==> config.mk <==
export PLATFORM = sky130hd
export DESIGN_NAME = ascii_integer_parser_u64_flat
export DESIGN_NICKNAME = d
export VERILOG_FILES = /design/src/rtl/aip_pkg.sv /design/src/rtl/aip_char_if.sv /design/src/rtl/aip_res_if.sv /design/src/rtl/aip_cfg_if.sv /design/src/rtl/aip_step.sv /design/src/rtl/ascii_integer_parser_u64.sv /design/src/flat_wrapper.sv
export SDC_FILE = /design/constraint.sdc
export NUM_CORES = 1
export LEC_CHECK = 0
export ABC_CLOCK_PERIOD_IN_PS = 11300
export BUFFER_PORTS_ARGS = -buffer_cell sky130_fd_sc_hd__buf_2
export CELL_PAD_IN_SITES_DETAIL_PLACEMENT = 1
export CELL_PAD_IN_SITES_GLOBAL_PLACEMENT = 1
export CORE_MARGIN = 2
export CORE_UTILIZATION = 51
export CTS_BUF_LIST = sky130_fd_sc_hd__clkbuf_2 sky130_fd_sc_hd__clkbuf_4 sky130_fd_sc_hd__clkbuf_8
export DETAILED_ROUTE_END_ITERATION = 16
export PLACE_DENSITY = 0.94
export SYNTH_ARGS = -nofsm -noshare
export SYNTH_HDL_FRONTEND = slang
export SYNTH_SLANG_ARGS = --single-unit
==> constraint.sdc <==
create_clock -name i_clk -period 11.3 [get_ports i_clk]
set_input_delay 1.695 -clock i_clk [delete_from_list [all_inputs] [get_ports i_clk]]
set_output_delay 1.695 -clock i_clk [all_outputs]
set_load 0.02 [all_outputs]
==> src/rtl/aip_pkg.sv <==
`timescale 1ns / 1ps
// ----------------------------------------------------------------------------
// aip_pkg
// Shared types, constants and character helpers for the ASCII integer parser.
// ----------------------------------------------------------------------------
package aip_pkg;

    localparam int unsigned CHAR_W         = 8;
    localparam int unsigned BASE_W         = 6;
    localparam int unsigned VALUE_W        = 64;
    localparam int unsigned STOP_W         = 16;
    localparam int unsigned STATUS_W       = 2;
    localparam int unsigned DIGIT_W        = 6;
    localparam int unsigned INDEX_BITS_DEF = 16;

    localparam logic [BASE_W-1:0]  MAX_BASE   = 6'd36;
    localparam logic [BASE_W-1:0]  BASE_OCT   = 6'd8;
    localparam logic [BASE_W-1:0]  BASE_DEC   = 6'd10;
    localparam logic [BASE_W-1:0]  BASE_HEX   = 6'd16;
    localparam logic [BASE_W-1:0]  BASE_AUTO  = 6'd0;
    localparam logic [BASE_W-1:0]  BASE_UNARY = 6'd1;
    localparam logic [DIGIT_W-1:0] NO_DIGIT   = 6'd36;
    localparam logic [VALUE_W-1:0] ALL_ONES   = 64'hffff_ffff_ffff_ffff;

    localparam logic [CHAR_W-1:0] CH_PLUS  = 8'h2b;
    localparam logic [CHAR_W-1:0] CH_MINUS = 8'h2d;
    localparam logic [CHAR_W-1:0] CH_ZERO  = 8'h30;
    localparam logic [CHAR_W-1:0] CH_LOW_X = 8'h78;
    localparam logic [CHAR_W-1:0] CH_UP_X  = 8'h58;

    typedef enum logic [STATUS_W-1:0] {
        ST_OK       = 2'd0,
        ST_BAD_BASE = 2'd1,
        ST_RANGE    = 2'd2
    } t_status;

    typedef enum logic [5:0] {
        PH_SPACE  = 6'b000001,
        PH_START  = 6'b000010,
        PH_ZERO   = 6'b000100,
        PH_XSEEN  = 6'b001000,
        PH_DIGITS = 6'b010000,
        PH_DONE   = 6'b100000
    } t_phase;

    typedef struct packed {
        t_phase              phase;
        logic [VALUE_W-1:0]  acc;
        logic [BASE_W-1:0]   base;
        logic                neg;
        logic                ovf;
    } t_pstate;

    typedef struct packed {
        logic [VALUE_W-1:0] value;
        logic               neg;
        logic [STOP_W-1:0]  stop_index;
        t_status            status;
    } t_result;

    function automatic logic [DIGIT_W-1:0] digit_of(input logic [CHAR_W-1:0] c);
        logic [CHAR_W-1:0] t;
        t = '0;
        if (c inside {[8'h30:8'h39]}) begin
            t = c - 8'h30;
        end else if (c inside {[8'h61:8'h7a]}) begin
            t = c - 8'h57;
        end else if (c inside {[8'h41:8'h5a]}) begin
            t = c - 8'h37;
        end else begin
            t = {2'b00, NO_DIGIT};
        end
        return t[DIGIT_W-1:0];
    endfunction

    function automatic logic is_white(input logic [CHAR_W-1:0] c);
        return c inside {8'h20, [8'h09:8'h0d]};
    endfunction

endpackage

==> src/rtl/aip_char_if.sv <==
`timescale 1ns / 1ps
// ----------------------------------------------------------------------------
// aip_char_if
// Character channel: one string byte per beat with an end-of-string mark.
// ----------------------------------------------------------------------------
interface aip_char_if;
    logic                         valid;
    logic                         ready;
    logic [aip_pkg::CHAR_W-1:0]   char_code;
    logic                         is_last;

    modport source (output valid, output char_code, output is_last, input ready);
    modport sink   (input valid, input char_code, input is_last, output ready);
endinterface

==> src/rtl/aip_res_if.sv <==
`timescale 1ns / 1ps
// ----------------------------------------------------------------------------
// aip_res_if
// Result channel: parsed value, stop position and status per beat.
// ----------------------------------------------------------------------------
interface aip_res_if;
    logic                           valid;
    logic                           ready;
    logic [aip_pkg::VALUE_W-1:0]    value;
    logic [aip_pkg::STOP_W-1:0]     stop_index;
    logic [aip_pkg::STATUS_W-1:0]   status;

    modport source (output valid, output value, output stop_index, output status,
                    input ready);
    modport sink   (input valid, input value, input stop_index, input status,
                    output ready);
endinterface

==> src/rtl/aip_cfg_if.sv <==
`timescale 1ns / 1ps
// ----------------------------------------------------------------------------
// aip_cfg_if
// Configuration write channel for the number base register.
// ----------------------------------------------------------------------------
interface aip_cfg_if;
    logic                         valid;
    logic                         ready;
    logic [aip_pkg::BASE_W-1:0]   number_base;

    modport source (output valid, output number_base, input ready);
    modport sink   (input valid, input number_base, output ready);
endinterface

==> src/rtl/aip_step.sv <==
`timescale 1ns / 1ps
// ----------------------------------------------------------------------------
// aip_step
// Per-byte parse step: prefix and sign handling, digit multiply-accumulate
// with exact overflow detection, and result formation at end of string.
// ----------------------------------------------------------------------------
module aip_step #(
    parameter int unsigned INDEX_BITS = aip_pkg::INDEX_BITS_DEF
) (
    input  logic [aip_pkg::BASE_W-1:0]  i_cfg_base,
    input  aip_pkg::t_pstate            i_state,
    input  logic [((INDEX_BITS < aip_pkg::STOP_W) ? INDEX_BITS
                   : aip_pkg::STOP_W)-1:0] i_pos,
    input  logic [((INDEX_BITS < aip_pkg::STOP_W) ? INDEX_BITS
                   : aip_pkg::STOP_W)-1:0] i_stop,
    input  logic [aip_pkg::CHAR_W-1:0]  i_char,
    input  logic                        i_last,
    output aip_pkg::t_pstate            o_state,
    output logic [((INDEX_BITS < aip_pkg::STOP_W) ? INDEX_BITS
                   : aip_pkg::STOP_W)-1:0] o_pos,
    output logic [((INDEX_BITS < aip_pkg::STOP_W) ? INDEX_BITS
                   : aip_pkg::STOP_W)-1:0] o_stop,
    output aip_pkg::t_result            o_result
);

    localparam int unsigned POS_W = (INDEX_BITS < aip_pkg::STOP_W) ? INDEX_BITS
                                                                   : aip_pkg::STOP_W;
    localparam int unsigned PROD_W = aip_pkg::VALUE_W + aip_pkg::BASE_W;

    logic [aip_pkg::BASE_W-1:0]   base_eff;
    logic [aip_pkg::BASE_W-1:0]   tb;
    logic [aip_pkg::DIGIT_W-1:0]  dig;
    logic                         bad;
    logic                         start;
    logic                         take;
    aip_pkg::t_phase              phase_eff;
    logic [PROD_W-1:0]            prod;
    logic [PROD_W:0]              wide;
    logic [POS_W-1:0]             pos_inc;
    aip_pkg::t_pstate             n_st;
    logic [POS_W-1:0]             n_stop;

    assign dig     = aip_pkg::digit_of(i_char);
    assign pos_inc = (i_pos == {POS_W{1'b1}}) ? i_pos : i_pos + 1'b1;
    assign prod    = PROD_W'(i_state.acc) * PROD_W'(tb);
    assign wide    = {1'b0, prod} + (PROD_W + 1)'(dig);

    always_comb begin
        base_eff  = ((i_pos == '0) && (i_state.phase == aip_pkg::PH_SPACE)) ? i_cfg_base
                                                                            : i_state.base;
        bad       = (base_eff == aip_pkg::BASE_UNARY) || (base_eff > aip_pkg::MAX_BASE);
        phase_eff = bad ? aip_pkg::PH_DONE : i_state.phase;
        n_st      = i_state;
        n_st.base = base_eff;
        n_stop    = i_stop;
        start     = 1'b0;
        take      = 1'b0;
        tb        = base_eff;

        case (phase_eff)
            aip_pkg::PH_SPACE: begin
                if (aip_pkg::is_white(i_char)) begin
                    n_st.phase = aip_pkg::PH_SPACE;
                end else if ((i_char == aip_pkg::CH_PLUS) || (i_char == aip_pkg::CH_MINUS)) begin
                    n_st.neg   = (i_char == aip_pkg::CH_MINUS);
                    n_st.phase = aip_pkg::PH_START;
                end else begin
                    start = 1'b1;
                end
            end
            aip_pkg::PH_START: begin
                start = 1'b1;
            end
            aip_pkg::PH_ZERO: begin
                if ((i_char == aip_pkg::CH_LOW_X) || (i_char == aip_pkg::CH_UP_X)) begin
                    n_st.phase = aip_pkg::PH_XSEEN;
                end else begin
                    take = 1'b1;
                    tb   = (base_eff == aip_pkg::BASE_AUTO) ? aip_pkg::BASE_OCT : base_eff;
                end
            end
            aip_pkg::PH_XSEEN: begin
                take = 1'b1;
                tb   = aip_pkg::BASE_HEX;
            end
            aip_pkg::PH_DIGITS: begin
                take = 1'b1;
            end
            default: begin
                n_st.phase = aip_pkg::PH_DONE;
            end
        endcase

        if (start) begin
            if (((base_eff == aip_pkg::BASE_AUTO) || (base_eff == aip_pkg::BASE_HEX))
                && (i_char == aip_pkg::CH_ZERO)) begin
                n_st.acc   = '0;
                n_stop     = pos_inc;
                n_st.phase = aip_pkg::PH_ZERO;
            end else begin
                take = 1'b1;
                tb   = (base_eff == aip_pkg::BASE_AUTO) ? aip_pkg::BASE_DEC : base_eff;
            end
        end

        if (take) begin
            n_st.base = tb;
            if (dig < tb) begin
                if (!i_state.ovf) begin
                    if (wide[PROD_W:aip_pkg::VALUE_W] != '0) begin
                        n_st.ovf = 1'b1;
                    end else begin
                        n_st.acc = wide[aip_pkg::VALUE_W-1:0];
                    end
                end
                n_stop     = pos_inc;
                n_st.phase = aip_pkg::PH_DIGITS;
            end else begin
                n_st.phase = aip_pkg::PH_DONE;
            end
        end

        if (bad) begin
            o_result.value      = '0;
            o_result.neg        = 1'b0;
            o_result.stop_index = '0;
            o_result.status     = aip_pkg::ST_BAD_BASE;
        end else if (n_st.ovf) begin
            o_result.value      = aip_pkg::ALL_ONES;
            o_result.neg        = 1'b0;
            o_result.stop_index = '0;
            o_result.status     = aip_pkg::ST_RANGE;
        end else begin
            o_result.value      = n_st.acc;
            o_result.neg        = n_st.neg;
            o_result.stop_index = aip_pkg::STOP_W'(n_stop);
            o_result.status     = aip_pkg::ST_OK;
        end

        // drop all string state once the last byte is taken
        if (i_last) begin
            o_state.phase = aip_pkg::PH_SPACE;
            o_state.acc   = '0;
            o_state.base  = '0;
            o_state.neg   = 1'b0;
            o_state.ovf   = 1'b0;
            o_pos         = '0;
            o_stop        = '0;
        end else begin
            o_state = n_st;
            o_pos   = pos_inc;
            o_stop  = n_stop;
        end
    end

endmodule

==> src/rtl/ascii_integer_parser_u64.sv <==
`timescale 1ns / 1ps
// ----------------------------------------------------------------------------
// ascii_integer_parser_u64
// Streaming ASCII to unsigned 64-bit integer parser, one byte per beat.
// A last byte's result goes from the input register to the result register.
// One byte per cycle unless a last byte waits on an untaken result; the rate
// is set by the 64 x 6 multiply plus digit add before the parse state registers.
// Reset: clears parse state, input and output valids; number base resets to 0.
// ----------------------------------------------------------------------------
module ascii_integer_parser_u64 #(
    parameter int unsigned INDEX_BITS = aip_pkg::INDEX_BITS_DEF
) (
    input  logic    i_clk,
    input  logic    i_rst_n,
    aip_char_if.sink    i_char,
    aip_cfg_if.sink     i_cfg,
    aip_res_if.source   o_res
);

    localparam int unsigned POS_W = (INDEX_BITS < aip_pkg::STOP_W) ? INDEX_BITS
                                                                   : aip_pkg::STOP_W;

    logic [aip_pkg::BASE_W-1:0]  r_cfg_base;
    logic                        r_in_valid;
    logic [aip_pkg::CHAR_W-1:0]  r_in_char;
    logic                        r_in_last;
    aip_pkg::t_pstate            r_state;
    aip_pkg::t_pstate            n_state;
    logic [POS_W-1:0]            r_pos;
    logic [POS_W-1:0]            n_pos;
    logic [POS_W-1:0]            r_stop;
    logic [POS_W-1:0]            n_stop;
    aip_pkg::t_result            n_result;
    aip_pkg::t_result            r_result;
    logic                        r_out_valid;
    logic                        advance;

    assign advance      = r_in_valid && (!r_in_last || !r_out_valid || o_res.ready);
    assign i_char.ready = !r_in_valid || advance;
    assign i_cfg.ready  = 1'b1;

    aip_step #(
        .INDEX_BITS (INDEX_BITS)
    ) u_step (
        .i_cfg_base (r_cfg_base),
        .i_state    (r_state),
        .i_pos      (r_pos),
        .i_stop     (r_stop),
        .i_char     (r_in_char),
        .i_last     (r_in_last),
        .o_state    (n_state),
        .o_pos      (n_pos),
        .o_stop     (n_stop),
        .o_result   (n_result)
    );

    always_ff @(posedge i_clk) begin
        if (!i_rst_n) begin
            r_cfg_base <= '0;
        end else if (i_cfg.valid) begin
            r_cfg_base <= i_cfg.number_base;
        end
    end

    // input beat register
    always_ff @(posedge i_clk) begin
        if (!i_rst_n) begin
            r_in_valid <= 1'b0;
        end else if (i_char.valid && i_char.ready) begin
            r_in_valid <= 1'b1;
        end else if (advance) begin
            r_in_valid <= 1'b0;
        end
    end

    always_ff @(posedge i_clk) begin
        if (i_char.valid && i_char.ready) begin
            r_in_char <= i_char.char_code;
            r_in_last <= i_char.is_last;
        end
    end

    // parse state
    always_ff @(posedge i_clk) begin
        if (!i_rst_n) begin
            r_state.phase <= aip_pkg::PH_SPACE;
            r_state.acc   <= '0;
            r_state.base  <= '0;
            r_state.neg   <= 1'b0;
            r_state.ovf   <= 1'b0;
            r_pos         <= '0;
            r_stop        <= '0;
        end else if (advance) begin
            r_state <= n_state;
            r_pos   <= n_pos;
            r_stop  <= n_stop;
        end
    end

    // result register
    always_ff @(posedge i_clk) begin
        if (!i_rst_n) begin
            r_out_valid <= 1'b0;
        end else if (advance && r_in_last) begin
            r_out_valid <= 1'b1;
        end else if (o_res.ready) begin
            r_out_valid <= 1'b0;
        end
    end

    always_ff @(posedge i_clk) begin
        if (advance && r_in_last) begin
            r_result <= n_result;
        end
    end

    assign o_res.valid      = r_out_valid;
    assign o_res.value      = r_result.neg ? (aip_pkg::VALUE_W'(0) - r_result.value)
                                           : r_result.value;
    assign o_res.stop_index = r_result.stop_index;
    assign o_res.status     = r_result.status;

endmodule
==> src/flat_wrapper.sv <==
// flat-port wrapper written by rule: the top's interface ports become plain ports
module ascii_integer_parser_u64_flat 
#(
    parameter int unsigned INDEX_BITS = aip_pkg::INDEX_BITS_DEF
)
  (i_clk, i_rst_n, i_char_valid, i_char_char_code, i_char_is_last, i_char_ready, i_cfg_valid, i_cfg_number_base, i_cfg_ready, o_res_valid, o_res_value, o_res_stop_index, o_res_status, o_res_ready);
  aip_char_if i_char_i ();
  aip_cfg_if i_cfg_i ();
  aip_res_if o_res_i ();
  input  logic i_clk;
  input  logic i_rst_n;
  input wire logic [$bits(i_char_i.valid)-1:0] i_char_valid;
  input wire logic [$bits(i_char_i.char_code)-1:0] i_char_char_code;
  input wire logic [$bits(i_char_i.is_last)-1:0] i_char_is_last;
  output wire logic [$bits(i_char_i.ready)-1:0] i_char_ready;
  input wire logic [$bits(i_cfg_i.valid)-1:0] i_cfg_valid;
  input wire logic [$bits(i_cfg_i.number_base)-1:0] i_cfg_number_base;
  output wire logic [$bits(i_cfg_i.ready)-1:0] i_cfg_ready;
  output wire logic [$bits(o_res_i.valid)-1:0] o_res_valid;
  output wire logic [$bits(o_res_i.value)-1:0] o_res_value;
  output wire logic [$bits(o_res_i.stop_index)-1:0] o_res_stop_index;
  output wire logic [$bits(o_res_i.status)-1:0] o_res_status;
  input wire logic [$bits(o_res_i.ready)-1:0] o_res_ready;
  assign i_char_i.valid = i_char_valid;
  assign i_char_i.char_code = i_char_char_code;
  assign i_char_i.is_last = i_char_is_last;
  assign i_char_ready = i_char_i.ready;
  assign i_cfg_i.valid = i_cfg_valid;
  assign i_cfg_i.number_base = i_cfg_number_base;
  assign i_cfg_ready = i_cfg_i.ready;
  assign o_res_valid = o_res_i.valid;
  assign o_res_value = o_res_i.value;
  assign o_res_stop_index = o_res_i.stop_index;
  assign o_res_status = o_res_i.status;
  assign o_res_i.ready = o_res_ready;
  ascii_integer_parser_u64 #(.INDEX_BITS(INDEX_BITS)) u_core (.i_clk(i_clk), .i_rst_n(i_rst_n), .i_char(i_char_i), .i_cfg(i_cfg_i), .o_res(o_res_i));
endmodule
==> metrics, run 1 <==
Final Wtd Congestion 0.992; VDD IR max 0.0799 mV; Worst setup EP type flip-flop; Final min period 10.99 ns; MaxCap Viol Count 0; synthesized cell area 24600 um2; Syn-to-layout area delta 6.62%; min setup slack post-route 0.313 ns; final core occ 55.1%; Reg clk slew, reported paths 0.07 ns; CTS root buf clkbuf_8; antenna violations before repair 1; Die W 224 um; Worst Hold Class flip-flop to flip-flop; met3 wire len 6700 um; TNS Setup 0 ns; met1 WL 34300 um; Final Hold Viols 0; most frequent cells in the layout 252 x fa_1, 196 x nand2_1, 194 x and3_1, 189 x and2_1, 167 x ha_1; Placed Area 25400 um2; status finished, final reports clean; Hold WS 0.538 ns; DR vias/cell 6.82; post-route cell area 26200 um2; share of synthesized registers carrying an async set or reset 0%; total track usage 35.1%; Remaining DRCs 0; # rows 80; final setup violation count 0; number of flops mapped to enable cells by yosys 92; FF+latch count, synth 210; Seq/Total Area, Yosys 20.8%; worst slack, placed 0.519 ns; Slew @ Worst Pin 1.43 ns; first-pass GRT wire length 139000 um; DR WL met2 42100 um; Worst R2R Setup Slack 0.31 ns; CTS tree done; critical path launch point type flip-flop; kind of critical path flip-flop to flip-flop; Main synth FF type dfxtp_1; layout cells sized above 1 8.95%; Post-Syn Instances 2712; PortBufs 103; CTS max path bufs 3; Core Area 47600 um2; RSZ-0062 raised after global routing false; clk_skew 0.0343 ns; gr ovfl total 0; commonest non-fill, non-tap cell in the layout fa_1; WL/cell 26.5 um; dpl hpwl 64000 um; unique cell type count in the Yosys netlist 81; Initial DRC Count 2360; Critical Path RT 11.82 ns; top-level I/O count 105; leakage 0.0123 uW; TritonCTS Buffers 37; Post-Route WL 88200 um; pwr dens 76.2 nW/um2; crit-path max FO 66; Tcrit/Tclk final 97.2%; vias in the first global route 24500; die height 224 um; H-Tree Depth 2; Starting Density 51.6%; Detail Route Antenna Nets 0; # fillers 5421; Worst EP arrival 11.51 ns; pin count of the biggest net entering global routing 87; clock latency on the worst-skew pair 0.61 ns; drt pass-1 iters 6; Max Slew Vio Count 0; Yosys warnings 0; Max Freq 91.0 MHz; Synth Net Count 3151; top sig layer met4; clk sinks 210; mean post-synth cell area 9.07 um2; Vias 22700; Slew HR 4.52%; Post-CTS Setup Inserts 0; full die area 50000 um2; final net count 3124
==> cell usage after synthesis (all sizes together) (5+ instances only) <==
cell	n	area [um2]
a211o	8	70.1
a211oi	10	75.1
a21o	24	180
a21oi	121	606
a221o	9	90.1
a221oi	7	61.3
a22o	49	429
a22oi	41	308
a311o	20	200
a31oi	13	81.3
and2	190	1190
and3	195	1220
and4	10	87.6
buf	30	196
clkbuf	169	634
dfxtp	118	2360
edfxtp	92	2760
fa	252	5040
ha	167	2090
inv	132	495
mux2i	15	150
nand2	197	739
nand2b	19	141
nand3	61	305
nand4	42	263
nor2	116	435
nor2b	59	369
nor3	39	195
nor3b	5	37.5
nor4	15	93.8
o211ai	32	240
o21a	19	143
o21ai	112	561
o21bai	18	135
o2bb2ai	19	166
o311ai	16	140
o31ai	26	210
o41ai	10	114
or2	13	81.3
or3	17	111
or4	16	135
xnor2	111	972
xor2	28	245
==> kinds of logic (layout without fill, tap and decap cells) <==
family,Yosys count,in the layout,share of synthesized area (%)
adder cells (fa/ha/maj),419,419,29.0
multiplexers,18,18,0.747
flip-flops,210,210,20.8
other,1,2,0.0152
AO/OA/AOI/OAI,590,590,16.8
buffers and inverters,331,333,5.39
XOR/XNOR,139,139,4.95
AND/OR/NAND/NOR,1004,1004,22.3
==> per-stage QoR <==
step / cells / power [uW]
after floorplan: 2712 / 1030
after global placement: 3260 / 1140
after detailed placement: 3260 / 1160
after CTS: 3328 / 1980
after global routing: 3330 / 2040
final: 3330 / 2000
==> final timing paths <==
check / start / end / depth (start not counted)
max: u_core.r_state[74] / u_core.r_state[21] / 27
min: u_core.r_state[1] / u_core.r_state[1] / 2
max reg2reg: u_core.r_state[74] / u_core.r_state[21] / 27
min reg2reg: u_core.r_state[1] / u_core.r_state[1] / 2
==> flip-flops by register name (all words and copies together), names as in the netlist <==
name                     flops
u_core.r_state              78
u_core.r_result             65
u_core.o_res.stop_index     16
u_core.r_pos                16
u_core.r_stop               16
u_core.r_in_char             8
u_core.r_cfg_base            6
u_core.o_res.status          2
u_core.o_res.valid           1
u_core.r_in_last             1
u_core.r_in_valid            1
==> final cells by class <==
cell class	instances	area [um2]	area share [%]
clock buffer	49	618	2.36
sequential	210	5120	19.5
clock inverter	19	213	0.811
inverter	132	499	1.90
antenna	1	2.50	0.00954
multi-input combinational	2171	18200	69.5
tap	615	769	2.93
timing repair buffer	133	769	2.93
==> metal layers <==
layer	GRT usage, %	vias to the layer above
li1	-	9582
met1	44.0	11500
met2	58.1	1274
met3	5.21	389
met4	20.4	0
met5	0	-
==> what timing repair did <==
action / CTS / global route
resized for setup: 0 / 5
hold buffers: 0 / 0
endpoints found under the setup margin: 0 / 71
==> power breakdown <==
| group | leakage, uW | switching (uW) | internal (uW) | total (uW) |
|---|---|---|---|---|
| Sequential | 0.00187 | 16.1 | 804 | 820 |
| Combinational | 0.00999 | 265 | 84.4 | 349 |
| Clock | 0.000440 | 374 | 457 | 831 |
==> worst max-delay path, cell delays in order, from the launching register on <==
cell and delay [ns]:
dfxtp_1 0.37, nor3_1 0.46, nand4b_1 0.36, nor3_1 0.33, buf_4 0.25, mux2_2 0.41, nand3_4 0.47, inv_1 0.30
nor2_4 0.43, buf_4 0.44, and2_1 0.24, fa_1 0.43, fa_1 0.48, fa_1 0.51, ha_1 0.33, ha_1 0.42
nand2_1 0.15, o21ai_0 0.55, nand2_1 0.15, a311oi_1 0.60, a211oi_1 0.26, o31ai_1 0.38, o22ai_1 0.17, and4b_1 0.30
or3b_2 0.82, nor2_4 0.73, buf_12 0.28, a22o_1 0.20
Note: power is estimated with default switching activity, not from simulation.
==> run 2: changes to the inputs <==
RECOVER_POWER = 50   (was not set)
==> run 2 against run 1 <==
The run now ends with capacitance limit, slew limit left. Utilization is 0.12 points lower. Clock skew is 0.0032 ns higher. Combinational power about the same. Die area is the same. Clock power barely moved. Flip-flop and latch count did not move. Via count decreased by 0.27%. First-iteration DRC count shrank 2.5%.
==> metrics, run 2 (synthesis gave the netlist of run 1 again) <==
Tot Pwr 2000 uW; Final Hold Viols 0; first-pass GRT wire length 139000 um; Worst setup EP type flip-flop; Starting Density 51.6%; Reg-to-Reg Start u_core.r_state[74]; Syn-to-layout area delta 6.40%; WL/cell 26.5 um; Max Freq 90.5 MHz; crit-path max FO 66; Final min period 11.05 ns; switching power 655 uW; most frequent cells in the layout 252 x fa_1, 196 x nand2_1, 195 x and3_1, 187 x and2_1, 167 x ha_1; Largest register FFs 78; CTS max path bufs 3; top-level I/O count 105; DR vias/cell 6.80; min setup slack post-route 0.253 ns; vias in the first global route 24500; # rows 80; Critical Path RT 11.81 ns; commonest non-fill, non-tap cell in the layout fa_1; Worst Hold Class flip-flop to flip-flop; most flop-heavy register u_core.r_state; clk sinks 210; switch share 32.7%; Sequential Power Share 41.1%; worst setup path end u_core.r_state[21]; Reg clk slew, reported paths 0.07 ns; final net count 3124; status complete, but fails checks; Slew HR -114%; Crit path top cell by count fa_1; clk_skew 0.0374 ns; Clk pwr share 41.6%; kind of critical path flip-flop to flip-flop; Slew @ Worst Pin 3.22 ns; final cell count without fillers 3330; CTS tree done; drt pass-1 iters 8; Remaining DRCs 0; VDD IR max 0.0794 mV; Worst Reg2Reg Path Length in Cells 27; Initial DRC Count 2300; gr ovfl total 0; Vias 22600; Core Area 47600 um2; full die area 50000 um2; Post-Route WL 88100 um; Worst R2R Setup Slack 0.25 ns; RSZ-0062 raised after global routing false; PortBufs 103; DP Cell Count 3260; layout cells sized above 1 7.63%; biggest regs u_core.r_state x78, u_core.r_result x65; Worst EP arrival 11.56 ns; H-Tree Depth 2; critical path launch point type flip-flop; Comb pwr share 17.4%; worst slack, placed 0.519 ns; Final Wtd Congestion 0.992; internal power 1340 uW; dpl hpwl 64000 um; CTS root buf clkbuf_8; MaxCap Viol Count 4; die height 224 um; pwr dens 76.4 nW/um2; final setup violation count 0; Detail Route Antenna Nets 0; Max Slew Vio Count 187; TNS Setup 0 ns; pin count of the biggest net entering global routing 87; clock latency on the worst-skew pair 0.61 ns; Tcrit/Tclk final 97.8%; TritonCTS Buffers 37; antenna violations before repair 1; total track usage 35.1%; violated checks capacitance limit, slew limit; Die W 224 um; CP peak stage delay 0.82 ns; leakage 0.0122 uW; FF-to-FF End u_core.r_state[21]; worst setup path start u_core.r_state[74]; Worst path slowest cell or3b_2
-- run 2: how the worst min path moves through the flow --
stage                      startpoint           endpoint  slack, ns  cells after the start
finish              u_core.r_state[1]  u_core.r_state[1]       0.54                      2
global route        u_core.r_state[1]  u_core.r_state[1]       0.58                      2
CTS                 u_core.r_state[1]  u_core.r_state[1]       0.54                      2
detailed placement  u_core.r_stop[13]  u_core.r_stop[13]       0.53                      2
global placement    u_core.r_stop[14]  u_core.r_stop[14]       0.51                      2
floorplan           u_core.r_state[0]  u_core.r_state[0]       0.49                      2
-- run 2: area by class of cell --
class	count	area, um2
diodes	1	2.50
clock buffers	49	618
clock inverters	19	213
fillers	5430	21500
inverters	132	499
multi-input cells	2171	18200
flip-flops and latches	210	5120
well taps	615	769
repair buffers	133	718
-- run 2: timing repair --
action                                  4_1_cts  5_1_grt
gates resized for setup                       0        5
buffers inserted                              0        0
hold buffers                                  0        0
endpoints found under the setup margin        0       71
endpoints found under the hold margin         0        0
-- run 2: layer usage --
| layer | part of all wire (%) | up-vias | global-route usage [%] |
|---|---|---|---|
| met2 | 48 | 1262 | 58.1 |
| li1 | - | 9587 | - |
| met3 | 7.6 | 387 | 5.21 |
| met5 | 0 | - | 0 |
| met1 | 39 | 11400 | 44.0 |
| met4 | 5.8 | 0 | 20.4 |
-- run 2: stage by stage --
step / utilization (%) / hold slack [ns] / instance area [um2]
after floorplan: - / 0.488 / 24600
after global placement: 53.2 / 0.509 / 25400
after detailed placement: 53.2 / 0.525 / 25400
after CTS: 55.0 / 0.540 / 26200
after global routing: 55.0 / 0.578 / 26200
final: 55.0 / 0.537 / 26200
-- run 2: power by group through the flow --
stage | Clock (uW) | Sequential, uW | Combinational (uW)
6_report | 831 | 821 | 348
2_1_floorplan | 0 | 829 | 199
4_1_cts | 828 | 819 | 330
5_1_grt | 856 | 822 | 359
3_5_place_dp | 0 | 836 | 326
3_3_place_gp | 0 | 834 | 304
-- run 2: worst max-delay path, delay by kind of cell, from the launching register on --
kind,cells,cell delay (ns)
AND/OR/NAND/NOR,11,4.46
AO/OA/AOI/OAI,6,2.19
adder cells (fa/ha/maj),5,2.16
buffers and inverters,4,1.27
multiplexers,1,0.41
flip-flops,1,0.37
